`config.mk`:
```
export PLATFORM = sky130hd
export DESIGN_NAME = image_transpose_address_gen
export DESIGN_NICKNAME = d
export VERILOG_FILES = /design/src/hw/rtl/itag_pkg.sv /design/src/hw/rtl/image_transpose_address_gen.sv
export SDC_FILE = /design/constraint.sdc
export NUM_CORES = 1
export LEC_CHECK = 0
export ABC_AREA = 1
export BUFFER_PORTS_ARGS = -buffer_cell sky130_fd_sc_hd__buf_2
export CORE_UTILIZATION = 47
export DETAILED_ROUTE_END_ITERATION = 6
export GPL_TIMING_DRIVEN = 1
export PLACE_DENSITY = 0.66
export SYNTH_ARGS = -nofsm -noshare
export SYNTH_HDL_FRONTEND = slang
export SYNTH_SLANG_ARGS = --single-unit
```
`constraint.sdc`:
```
create_clock -name clk_i -period 5.2 [get_ports clk_i]
set_input_delay 0 -clock clk_i [delete_from_list [all_inputs] [get_ports clk_i]]
set_output_delay 0 -clock clk_i [all_outputs]
set_load 0.05 [all_outputs]
```
`src/hw/rtl/itag_pkg.sv`:
```
// ----------------------------------------------------------------------------
// Image transpose address generator package
// Shared widths, register indexes and the dimension clamp function.
// ----------------------------------------------------------------------------
package itag_pkg;

  localparam int unsigned CFG_W     = 13;   // width of the configuration registers
  localparam int unsigned CFG_IDX_W = 4;    // width of the register index
  localparam int unsigned ADDR_W    = 24;   // write address width
  localparam int unsigned PIX_W     = 32;   // pixel word width on the ports

  localparam int unsigned DEF_MAX_DIM    = 4096;
  localparam int unsigned DEF_PIXEL_BITS = 32;

  typedef enum logic [CFG_IDX_W-1:0] {
    REG_ROW_COUNT   = 4'd0,
    REG_COL_COUNT   = 4'd1,
    REG_OUT_PITCH   = 4'd2,
    REG_ORIGIN_LL   = 4'd3
  } cfg_reg_e;

  // A zero count behaves as one, and counts above the maximum are clamped.
  function automatic int unsigned eff_count(logic [CFG_W-1:0] v, int unsigned max_dim);
    int unsigned r;
    r = 32'(v);
    if (r == 0) begin
      r = 1;
    end else if (r > max_dim) begin
      r = max_dim;
    end
    return r;
  endfunction

endpackage

```
`src/hw/rtl/image_transpose_address_gen.sv`:
```
// ----------------------------------------------------------------------------
// Image transpose address generator
// Pairs each incoming pixel with its offset in the transposed output frame.
// ----------------------------------------------------------------------------
// Usage:
//   Pixels of the active image arrive in raster order on the s_axis channel,
//   one word each. Every accepted word leaves on the m_axis channel with its
//   write address in tdata and tlast high on the final pixel of the frame.
//   Frame geometry (rows, columns, output pitch, origin mode) is written on
//   the cfg channel, which is always ready; write it only while the block is
//   empty. The row and column counters are not touched by configuration.
//   A word passes one input register and one result register, in that order,
//   and shows on m_axis from the result register. Throughput is one pixel
//   per cycle while m_axis_tready_i stays high; the address multiply-add
//   sits alone between the two registers.
//   When the receiver stalls, the result register holds its word, the input
//   register fills behind it, and then s_axis_tready_o drops; no word is lost.
//   Reset sets all counts and the pitch to 1, selects lower-left origin,
//   clears the counters and empties both registers.
module image_transpose_address_gen #(
  parameter int unsigned MAX_DIM    = itag_pkg::DEF_MAX_DIM,
  parameter int unsigned PIXEL_BITS = itag_pkg::DEF_PIXEL_BITS
) (
  input  logic                           clk_i,
  input  logic                           rst_ni,
  // cfg channel
  input  logic                           cfg_valid_i,
  output logic                           cfg_ready_o,
  input  logic [itag_pkg::CFG_IDX_W-1:0] cfg_index_i,
  input  logic [itag_pkg::CFG_W-1:0]     cfg_data_i,
  // pixel input
  input  logic                           s_axis_tvalid_i,
  output logic                           s_axis_tready_o,
  input  logic [itag_pkg::PIX_W-1:0]     s_axis_tdata_i,   // [31:0] pixel_in
  // address output
  output logic                           m_axis_tvalid_o,
  input  logic                           m_axis_tready_i,
  output logic [63:0]                    m_axis_tdata_o,   // [23:0] write_address,
                                                           // [55:24] pixel_out, [63:56] zero
  output logic                           m_axis_tlast_o    // frame_last
);
  import itag_pkg::*;

  localparam int unsigned IDX_W  = (MAX_DIM > 2) ? $clog2(MAX_DIM) : 1;
  localparam int unsigned CNT_W  = $clog2(MAX_DIM + 1);
  localparam int unsigned KEEP_W = (PIXEL_BITS < PIX_W) ? PIXEL_BITS : PIX_W;

  // Configuration registers
  logic [CFG_W-1:0] row_cfg_q, col_cfg_q, pitch_q;
  logic             origin_ll_q;

  assign cfg_ready_o = 1'b1;

  always_ff @(posedge clk_i or negedge rst_ni) begin
    if (!rst_ni) begin
      row_cfg_q   <= CFG_W'(1);
      col_cfg_q   <= CFG_W'(1);
      pitch_q     <= CFG_W'(1);
      origin_ll_q <= 1'b1;
    end else if (cfg_valid_i) begin
      unique case (cfg_index_i)
        REG_ROW_COUNT: row_cfg_q   <= cfg_data_i;
        REG_COL_COUNT: col_cfg_q   <= cfg_data_i;
        REG_OUT_PITCH: pitch_q     <= cfg_data_i;
        REG_ORIGIN_LL: origin_ll_q <= cfg_data_i[0];
        default: ;
      endcase
    end
  end

  logic [CNT_W-1:0] rows, cols;
  assign rows = CNT_W'(eff_count(row_cfg_q, MAX_DIM));
  assign cols = CNT_W'(eff_count(col_cfg_q, MAX_DIM));

  // Handshake and pipeline control
  logic s1_valid_q, out_valid_q;
  logic out_load, s1_load, s_acc;

  assign out_load        = s1_valid_q && (!out_valid_q || m_axis_tready_i);
  assign s_axis_tready_o = !s1_valid_q || out_load;
  assign s_acc           = s_axis_tvalid_i && s_axis_tready_o;
  assign s1_load         = s_acc;

  // Row and column counters
  logic [IDX_W-1:0] row_q, row_d, col_q, col_d;
  logic             last_col, last_row;

  assign last_col = CNT_W'(col_q) >= (cols - CNT_W'(1));
  assign last_row = CNT_W'(row_q) >= (rows - CNT_W'(1));

  always_comb begin
    row_d = row_q;
    col_d = col_q;
    if (last_col) begin
      col_d = '0;
      row_d = last_row ? '0 : row_q + IDX_W'(1);
    end else begin
      col_d = col_q + IDX_W'(1);
    end
  end

  always_ff @(posedge clk_i or negedge rst_ni) begin
    if (!rst_ni) begin
      row_q <= '0;
      col_q <= '0;
    end else if (s_acc) begin
      row_q <= row_d;
      col_q <= col_d;
    end
  end

  // Transposed coordinates, modulo the address width
  logic [ADDR_W-1:0] ii_d, jj_d;

  always_comb begin
    if (origin_ll_q) begin
      ii_d = ADDR_W'(rows) - ADDR_W'(1) - ADDR_W'(row_q);
      jj_d = ADDR_W'(cols) - ADDR_W'(1) - ADDR_W'(col_q);
    end else begin
      ii_d = ADDR_W'(row_q);
      jj_d = ADDR_W'(col_q);
    end
  end

  // Input register
  logic [ADDR_W-1:0] ii_q, jj_q;
  logic [KEEP_W-1:0] s1_pix_q;
  logic              s1_last_q;

  always_ff @(posedge clk_i or negedge rst_ni) begin
    if (!rst_ni) begin
      s1_valid_q <= 1'b0;
    end else if (s_axis_tready_o) begin
      s1_valid_q <= s_axis_tvalid_i;
    end
  end

  always_ff @(posedge clk_i) begin
    if (s1_load) begin
      ii_q      <= ii_d;
      jj_q      <= jj_d;
      s1_pix_q  <= s_axis_tdata_i[KEEP_W-1:0];
      s1_last_q <= last_col && last_row;
    end
  end

  // Address multiply-add and result register
  logic [ADDR_W-1:0] addr_d, addr_q;
  logic [KEEP_W-1:0] out_pix_q;
  logic              out_last_q;

  assign addr_d = ADDR_W'(jj_q * ADDR_W'(pitch_q)) + ii_q;

  always_ff @(posedge clk_i or negedge rst_ni) begin
    if (!rst_ni) begin
      out_valid_q <= 1'b0;
    end else if (!out_valid_q || m_axis_tready_i) begin
      out_valid_q <= s1_valid_q;
    end
  end

  always_ff @(posedge clk_i) begin
    if (out_load) begin
      addr_q     <= addr_d;
      out_pix_q  <= s1_pix_q;
      out_last_q <= s1_last_q;
    end
  end

  assign m_axis_tvalid_o = out_valid_q;
  assign m_axis_tlast_o  = out_last_q;
  assign m_axis_tdata_o  = {8'd0, PIX_W'(out_pix_q), addr_q};

  // Assertions
  a_wrap_at_frame_end: assert property (@(posedge clk_i) disable iff (!rst_ni)
    s_acc && last_col && last_row |=> row_q == '0 && col_q == '0)
    else $error("counters did not wrap after the last pixel");

  a_col_advance: assert property (@(posedge clk_i) disable iff (!rst_ni)
    s_acc && !last_col |=> col_q == $past(col_q) + IDX_W'(1) && row_q == $past(row_q))
    else $error("column counter did not advance");

  a_stall_only_when_full: assert property (@(posedge clk_i) disable iff (!rst_ni)
    !s_axis_tready_o |-> s1_valid_q && out_valid_q && !m_axis_tready_i)
    else $error("input stalled while a register was free");

  a_s1_not_dropped: assert property (@(posedge clk_i) disable iff (!rst_ni)
    s1_valid_q && !out_load |=> s1_valid_q)
    else $error("input register word lost");

endmodule
```
Word-level counts from Yosys, hierarchy flattened
Index checks and enable logic that the tools add are counted.
- add/subtract/negate cells: 9
- multiply operators: 1
- order comparisons: 4
- equality and inequality tests: 3
- mux-type cells: 8
- reduce and logical (&&, ||, !) cells: 15
- operators by type and width (cell ; count):
    $mux W13 ; 4
    $mux W12 ; 4
    $sub A14 B13 Y15 ; 2
    $sub A13 B1 Y14 const B ; 2
    $ge A12 B13 Y1 ; 2
    $gt A13 B13 Y1 const B ; 2
    $logic_not A13 Y1 ; 2
    $sub A13 B1 Y13 const B ; 2
    $add A12 B1 Y12 const B ; 2
    $add A24 B24 Y24 ; 1
    $mul A24 B13 Y24 ; 1
    $reduce_and A2 Y1 ; 5
    $eq A4 B2 Y1 const B ; 2
    $eq A4 B1 Y1 const B ; 1
    $logic_not A4 Y1 ; 1
    $logic_and A1 B1 Y1 ; 3
    $logic_not A1 Y1 ; 2
    $logic_or A1 B1 Y1 ; 2
- register bits: 186
- output and inout port bits: 68

Longest topological paths before layout
Gate-level depths: netlist (run 1).
- word-level depth: 6
- depth in mapped cells: 28
- mapped depth without buffers: 26

Least setup slack after synthesis (run 1)
No wires, ideal clock.
- kind: register to register
- start point: register pitch_q[2]
- end point: register addr_q[22] (data pin)
- data arrival time: 5.542 ns
- path slack: -0.600 ns
- cell stages (with the launch flop): 21
- clock period less this slack: 5.800 ns
- cells stage by stage: dfrtp_1 -> clkbuf_1 -> clkbuf_1 -> nand2_1 -> fa_1 -> fa_1 -> inv_1 -> fa_1 -> fa_1 -> fa_1 -> inv_1 -> fa_1 -> inv_1 -> ha_1 -> nand2_1 -> nor4_1 -> nand4_1 -> nand3_1 -> nand3_1 -> nand2_1 -> xor2_1
- cells in the longest elaborated chain, start to end: 2
- ends and longest elaborated chain (element ; RTL line ; source):
    from (decl) ; image_transpose_address_gen.sv:49 ; logic [CFG_W-1:0] row_cfg_q, col_cfg_q, pitch_q;
    from (signal assigned) ; image_transpose_address_gen.sv:64 ; REG_OUT_PITCH: pitch_q <= cfg_data_i;
    $mul A24 B13 Y24 ; image_transpose_address_gen.sv:152 ; assign addr_d = ADDR_W'(jj_q * ADDR_W'(pitch_q)) + ii_q;
    $add A24 B24 Y24 ; image_transpose_address_gen.sv:152 ;
    named net addr_d[22] ; image_transpose_address_gen.sv:148 ; logic [ADDR_W-1:0] addr_d, addr_q;
    to (signal assigned) ; image_transpose_address_gen.sv:164 ; addr_q <= addr_d;
    to (decl) ; image_transpose_address_gen.sv:148 ;
The timed path passes the listed nets, and every way through them passes these cells.
A chain may end at the register's enable or synchronous reset.

Worst setup path after layout (run 1)
- start point: register jj_q[8]
- end point: register addr_q[22] (data pin)
- cells in the longest elaborated chain, start to end: 2
- ends and longest elaborated chain (element ; RTL line ; source):
    from (decl) ; image_transpose_address_gen.sv:126 ; logic [ADDR_W-1:0] ii_q, jj_q;
    from (signal assigned) ; image_transpose_address_gen.sv:141 ; jj_q <= jj_d;
    $mul A24 B13 Y24 ; image_transpose_address_gen.sv:152 ;
    $add A24 B24 Y24 ; image_transpose_address_gen.sv:152 ;
    named net addr_d[22] ; image_transpose_address_gen.sv:148 ;
The timed path passes the listed nets, and every way through them passes these cells.

==> results of run 1 <==
cell type report:
cell class	count	area [um^2]	share of cell area (%)
clock buffer	23	514.2	2.546
clock inverter	9	93.84	0.4646
inverter	431	1622	8.028
multi-input combinational	1152	9851	48.77
sequential	186	5275	26.12
tap	455	569.3	2.819
timing repair buffer	306	2273	11.26
final timing paths:
| path | from | to | slack [ps] |
|---|---|---|---|
| hold / removal | s_axis_tdata_i[23] | s1_pix_q[23] | 260 |
| hold reg to reg | s1_pix_q[30] | out_pix_q[30] | 420 |
| min in group asynchronous | rst_ni | col_q[4] | 270 |
| max in group asynchronous | rst_ni | pitch_q[3] | 4300 |
| setup / recovery | jj_q[8] | addr_q[22] | -250 |
| setup reg to reg | jj_q[8] | addr_q[22] | -250 |
through the flow:
stage / TNS (ps) / util [%] / hold WS [ps]
2_1_floorplan: -63.45 / - / -295.6
5_1_grt: -4770 / 58.62 / 248.9
3_3_place_gp: -2685 / 53.08 / 176.5
4_1_cts: -2119 / 57.60 / 234.8
6_report: -2434 / 58.62 / 257.4
3_5_place_dp: -4103 / 53.08 / 178.1
kinds of logic (layout without fill, tap and decap cells):
logic type	count (synthesis)	in the layout	synth area share (%)
fa+ha+maj	283	283	29.78
compound gates	194	194	6.751
simple gates	582	582	15.00
buf+inv	499	769	11.86
xor+xnor	84	84	4.485
flops	186	186	32.07
other cells	2	9	0.04579
repair_timing:
action | 4_1_cts | 5_1_grt
endpoints found under the hold margin | 137 | 0
pin swaps | 52 | 93
hold buffers | 51 | 0
gates resized for setup | 78 | 82
buffers inserted | 24 | 11
endpoints found under the setup margin | 16 | 17
synth_stat cells (5+ instances only):
| library cell | n |
|---|---|
| inv_1 | 426 |
| nand2_1 | 412 |
| fa_1 | 179 |
| edfxtp_1 | 120 |
| ha_1 | 104 |
| o21ai_0 | 85 |
| nor2_1 | 65 |
| dfrtp_1 | 62 |
| a21oi_1 | 60 |
| xor2_1 | 55 |
| clkbuf_1 | 50 |
| nand3_1 | 45 |
| xnor2_1 | 29 |
| nand4_1 | 13 |
| nor2_2 | 11 |
| buf_4 | 10 |
| nand2_2 | 7 |
| nor3_1 | 7 |
| o221ai_1 | 7 |
| o22ai_1 | 7 |
| nor4_1 | 6 |
| nand2_4 | 5 |
sequential cells by signal (all words and copies together), names as in the netlist:
name,count
out_pix_q,32
s1_pix_q,32
addr_q,24
ii_q,15
jj_q,15
col_cfg_q,13
pitch_q,13
row_cfg_q,13
col_q,12
row_q,12
m_axis_tlast_o,1
m_axis_tvalid_o,1
origin_ll_q,1
s1_last_q,1
s1_valid_q,1
per-layer routing:
metal  part of all wire (%)  vias up
li1                       -     6090
met1                     46     6024
met2                     49      242
met3                    3.5       37
met4                    1.5        0
met5                      0        -
critical path, stage by stage (launching register included):
cell      delay (ps)
edfxtp_1         520
buf_6            180
nand2_1           60
inv_1             40
fa_1             510
fa_1             460
fa_1             540
fa_1             530
fa_1             500
inv_1             50
fa_1             510
inv_2             50
ha_4             300
buf_12           110
nand2_8           50
nor4_4           280
nand4_1          150
nand3_2          150
nand3_2           80
nand2_1           70
xor2_1            60
==> impl_metrics.csv, run 1 <==
group,metric,value,unit
die,die_h,188.8,um
outcome,violations,"setup timing",
sta,period_share,104.9,%
final_layout,antenna_cells,0,
drt,ant_nets,0,
final_layout,area_delta_synth_final,23.14,%
die,die_w,188.8,um
global_route,grtUsageMet3,3.110,%
outcome,status,"finished with violations",
worst_hold_path,hp-class,"in -> reg",
sta,slew_headroom,35.04,%
critical_path,worstPathArrival,5660,ps
cts,cts_buffers,17,
global_route,grt_max_degree,76,
sta,clock_skew,13.21,ps
global_route,grt_pass1_wl,62820,um
cts,cts_root_buf,"clkbuf_16",
logic_synthesis,syn_area,16400,um^2
logic_synthesis,yosysTopAreaCell,"edfxtp_1",
global_route,grt-ovfl-total,0,
drt,drt_iter0_drc,656,
die,fp-row-count,68,
cts,clock_path_buffers,2,
drt,wl,37930,um
logic_synthesis,ys_ff_latch,186,
place,dp.cells,2446,
logic_synthesis,synth_top_cell_area_share,21.97,%
final_layout,mostFrequentLayoutCell,"inv_1",
critical_path,worstRegToRegCells,20,
global_route,antenna_found_initial,0,
critical_path,cp-end-kind,"flip-flop",
die,ios,122,
logic_synthesis,synth_area_leaders,"edfxtp_1, fa_1, inv_1",
final_layout,drive_gt1_share,22.02,%
logic_synthesis,ys_seq_area_share,32.07,%
cts,cts_tree,"yes",
cts,clock_latency,450,ps
global_route,use_met1,29.76,%
logic_synthesis,synthFlopType,"edfxtp_1",
place,portBuffers,112,
logic_synthesis,ys_types,52,
logic_synthesis,ys_async_sr_fraction,35.48,%
cts,clkTransAtPathRegs,70,ps
drt,wl_per_cell,14.80,um
final_layout,layout_common_cells,"inv_1, nand2_1, fa_1",
place,pre_cts_ws,-416.1,ps
logic_synthesis,syn-instance-count,1830,
drt,drc_errors,0,
logic_synthesis,synth.avg_cell_area,8.963,um^2
critical_path,critPathKind,"reg -> reg",
global_route,grt_util_met2,37.67,%
die,die-area,35650,um^2
logic_synthesis,synth_edf_count,120,
critical_path,crit_required,5400,ps
final_layout,final_cells,2562,
sta,max_freq,0.1833,GHz
global_route,top_usage_layer,"met2",
cts,htree_levels,4,
drt,vias_per_cell,4.837,
flow_run,max_cap_violations,0,
final_layout,fillers,2964,
place,gp_congestion,0.8785,
sta,setup_viol,13,
sta,worst_pin_slew,974.4,ps
sta,slew_viol_final,0,
logic_synthesis,synth_warnings,0,
worst_hold_path,hold_path_depth,2,
global_route,track_usage,22.21,%
final_layout,stdcell_area,20200,um^2
die,core_area,34460,um^2
critical_path,worst-path-max-fanout,7,
die,start_util,47.60,%
place,dp.final_hpwl,29600,um
final_layout,final_net_count,2431,
sta,grt_setup_unrepaired,"true",
place,place_area,18290,um^2
global_route,grt_pass1_vias,12790,
sta,fin_crit,5454,ps
drt,drt_pass1_iterations,5,
sta,postLayoutSetupSlackWorst,-254.4,ps
critical_path,critPathLaunchType,"flip-flop",
sta,hold_viol_final,0,
cts,cts_sinks,186,
drt,vias,12390,
Power of run 1 is left out: the tool's default activity adds up to more than one toggle a clock period on the data nets, which glitch-free logic cannot reach.
==> run 2, diff against run 1 <==
Settings changed: REMOVE_ABC_BUFFERS set to 1.
==> run 2 against run 1 <==
- the flow still finishes with violations (setup timing)
- critical path type unchanged
- critical path depth is 1 higher
- global-route usage grew 0.68 points
- wire length rose by 4.0%
- utilization rose by 0.34 points
- non-clock buffer count up 20
- first-iteration DRC count is 32% higher
- via count up 2.4%
==> impl_metrics.csv, run 2 (synthesis results as in run 1) <==
group,metric,value,unit
final_layout,reg_top3,"out_pix_q (32), s1_pix_q (32), addr_q (24)",
final_layout,final_net_count,2451,
final_layout,drive_gt1_share,22.71,%
drt,wl_met3,1611,um
drt,drt_iter0_drc,865,
cts,cts_root_buf,"clkbuf_16",
drt,wl_per_cell,15.27,um
global_route,grt_max_degree,67,
sta,slew_viol_final,0,
cts,cts_sinks,186,
drt,dr.max_layer_used,"met4",
final_layout,antenna_cells,0,
final_layout,mostFrequentLayoutCell,"inv_1",
critical_path,worst-path-max-fanout,6,
final_layout,fin_util,58.96,%
sta,postLayoutSetupSlackWorst,-321.2,ps
drt,drt_pass1_iterations,5,
critical_path,worstPathArrival,5720,ps
critical_path,cp-end-kind,"flip-flop",
die,die_h,188.8,um
global_route,grt_pass1_vias,13010,
cts,cts_buffers,17,
sta,max_freq,0.1811,GHz
drt,drc_errors,0,
outcome,status,"finished with violations",
sta,hold_viol_final,0,
global_route,antenna_found_initial,0,
die,start_util,47.60,%
place,dp.final_hpwl,29360,um
die,core_area,34460,um^2
drt,wl_met1,17960,um
critical_path,critPathLaunchType,"flip-flop",
critical_path,crit_required,5400,ps
die,fp-row-count,68,
cts,htree_levels,4,
place,portBuffers,112,
cts,clkTransAtPathRegs,70,ps
global_route,track_usage,22.89,%
critical_path,critPathKind,"reg -> reg",
global_route,grt-ovfl-total,0,
worst_hold_path,hp-class,"in -> async",
cts,clock_latency,460,ps
cts,cts_tree,"yes",
die,die_w,188.8,um
sta,worst_pin_slew,906.5,ps
global_route,grt_pass1_wl,64510,um
drt,wl,39440,um
sta,grt_setup_unrepaired,"true",
drt,vias,12690,
drt,vias_per_cell,4.914,
place,gp_congestion,0.9104,
final_layout,layout_common_cells,"inv_1, nand2_1, fa_1",
drt,ant_nets,0,
sta,slew_headroom,39.57,%
die,die-area,35650,um^2
drt,met2_length,18950,um
sta,setup_viol,14,
sta,period_share,106.2,%
sta,clock_skew,20.92,ps
die,ios,122,
final_layout,area_delta_synth_final,23.87,%
outcome,violations,"setup timing",
flow_run,max_cap_violations,0,
sta,fin_crit,5521,ps
cts,clock_path_buffers,2,
## run 2: cell types whose count changed in the layout (fill, tap and decap cells not counted), moves of 3 or more
cell | before | now
buf_4 | 111 | 135
buf_6 | 31 | 23
fa_1 | 173 | 168
fa_2 | 6 | 11
inv_1 | 395 | 400
clkinv_1 | 1 | 5
inv_2 | 33 | 29
nand2_2 | 24 | 28
clkbuf_16 | 20 | 17
inv_4 | 3 | 0
## run 2: final cells by class
type / instances / area [um^2]
inverters: 431 / 1619
fillers: 2889 / 14140
clock inverters: 14 / 145.1
clock buffers: 18 / 429.2
flip-flops and latches: 186 / 5275
repair buffers: 326 / 2426
well taps: 455 / 569.3
multi-input cells: 1152 / 9853
## run 2: worst max-delay path, stage by stage (launching register included)
cell      delay (ps)
dfrtp_2          490
buf_6            160
nand2_2           60
inv_2             40
fa_1             540
inv_2             40
fa_1             500
inv_1             50
fa_1             550
fa_2             440
fa_1             480
inv_1             50
fa_1             490
inv_2             50
ha_4             230
buf_4            140
a21oi_4          150
o21ai_2           90
a221oi_2         270
nand3_2          150
buf_4            160
xor2_1           150
## run 2: timing repair
action,in CTS,in global routing
resized for setup,131,56
buffers inserted,38,10
pin swaps,121,50
cloned,1,1
endpoints found under the hold margin,137,0
endpoints found under the setup margin,16,17
hold buffers,52,0
## run 2: stage by stage
step           setup TNS, ps  instances  area [um^2]  setup slack (ps)  hold slack, ps
2_1_floorplan          -1729       1769        16100            -364.2          -295.6
3_3_place_gp           -4540       2451        18130            -448.0           176.6
3_5_place_dp           -5879       2451        18130            -530.6           178.1
4_1_cts                -1152       2574        20040            -166.2           230.5
5_1_grt                -5506       2582        20320            -478.6           244.0
6_report               -2561       2582        20320            -321.2           244.8
## run 2: routing by layer
metal,global-route usage [%],vias up
met3,2.887,73
met2,39.14,351
met4,6.824,0
met5,0,-
met1,30.36,6112
li1,-,6153
## run 2: path summary, 6_finish.rpt
kind	start	end	slack, ps	cells after the start
setup / recovery	pitch_q[3]	addr_q[20]	-320	21
hold / removal	rst_ni	col_q[11]	240	3
setup reg to reg	pitch_q[3]	addr_q[20]	-320	21
hold reg to reg	s1_pix_q[26]	out_pix_q[26]	400	0
max in group asynchronous	rst_ni	pitch_q[9]	4320	3
min in group clk_i	s_axis_tdata_i[27]	s1_pix_q[27]	260	2
Power of run 2 is left out for the same reason.
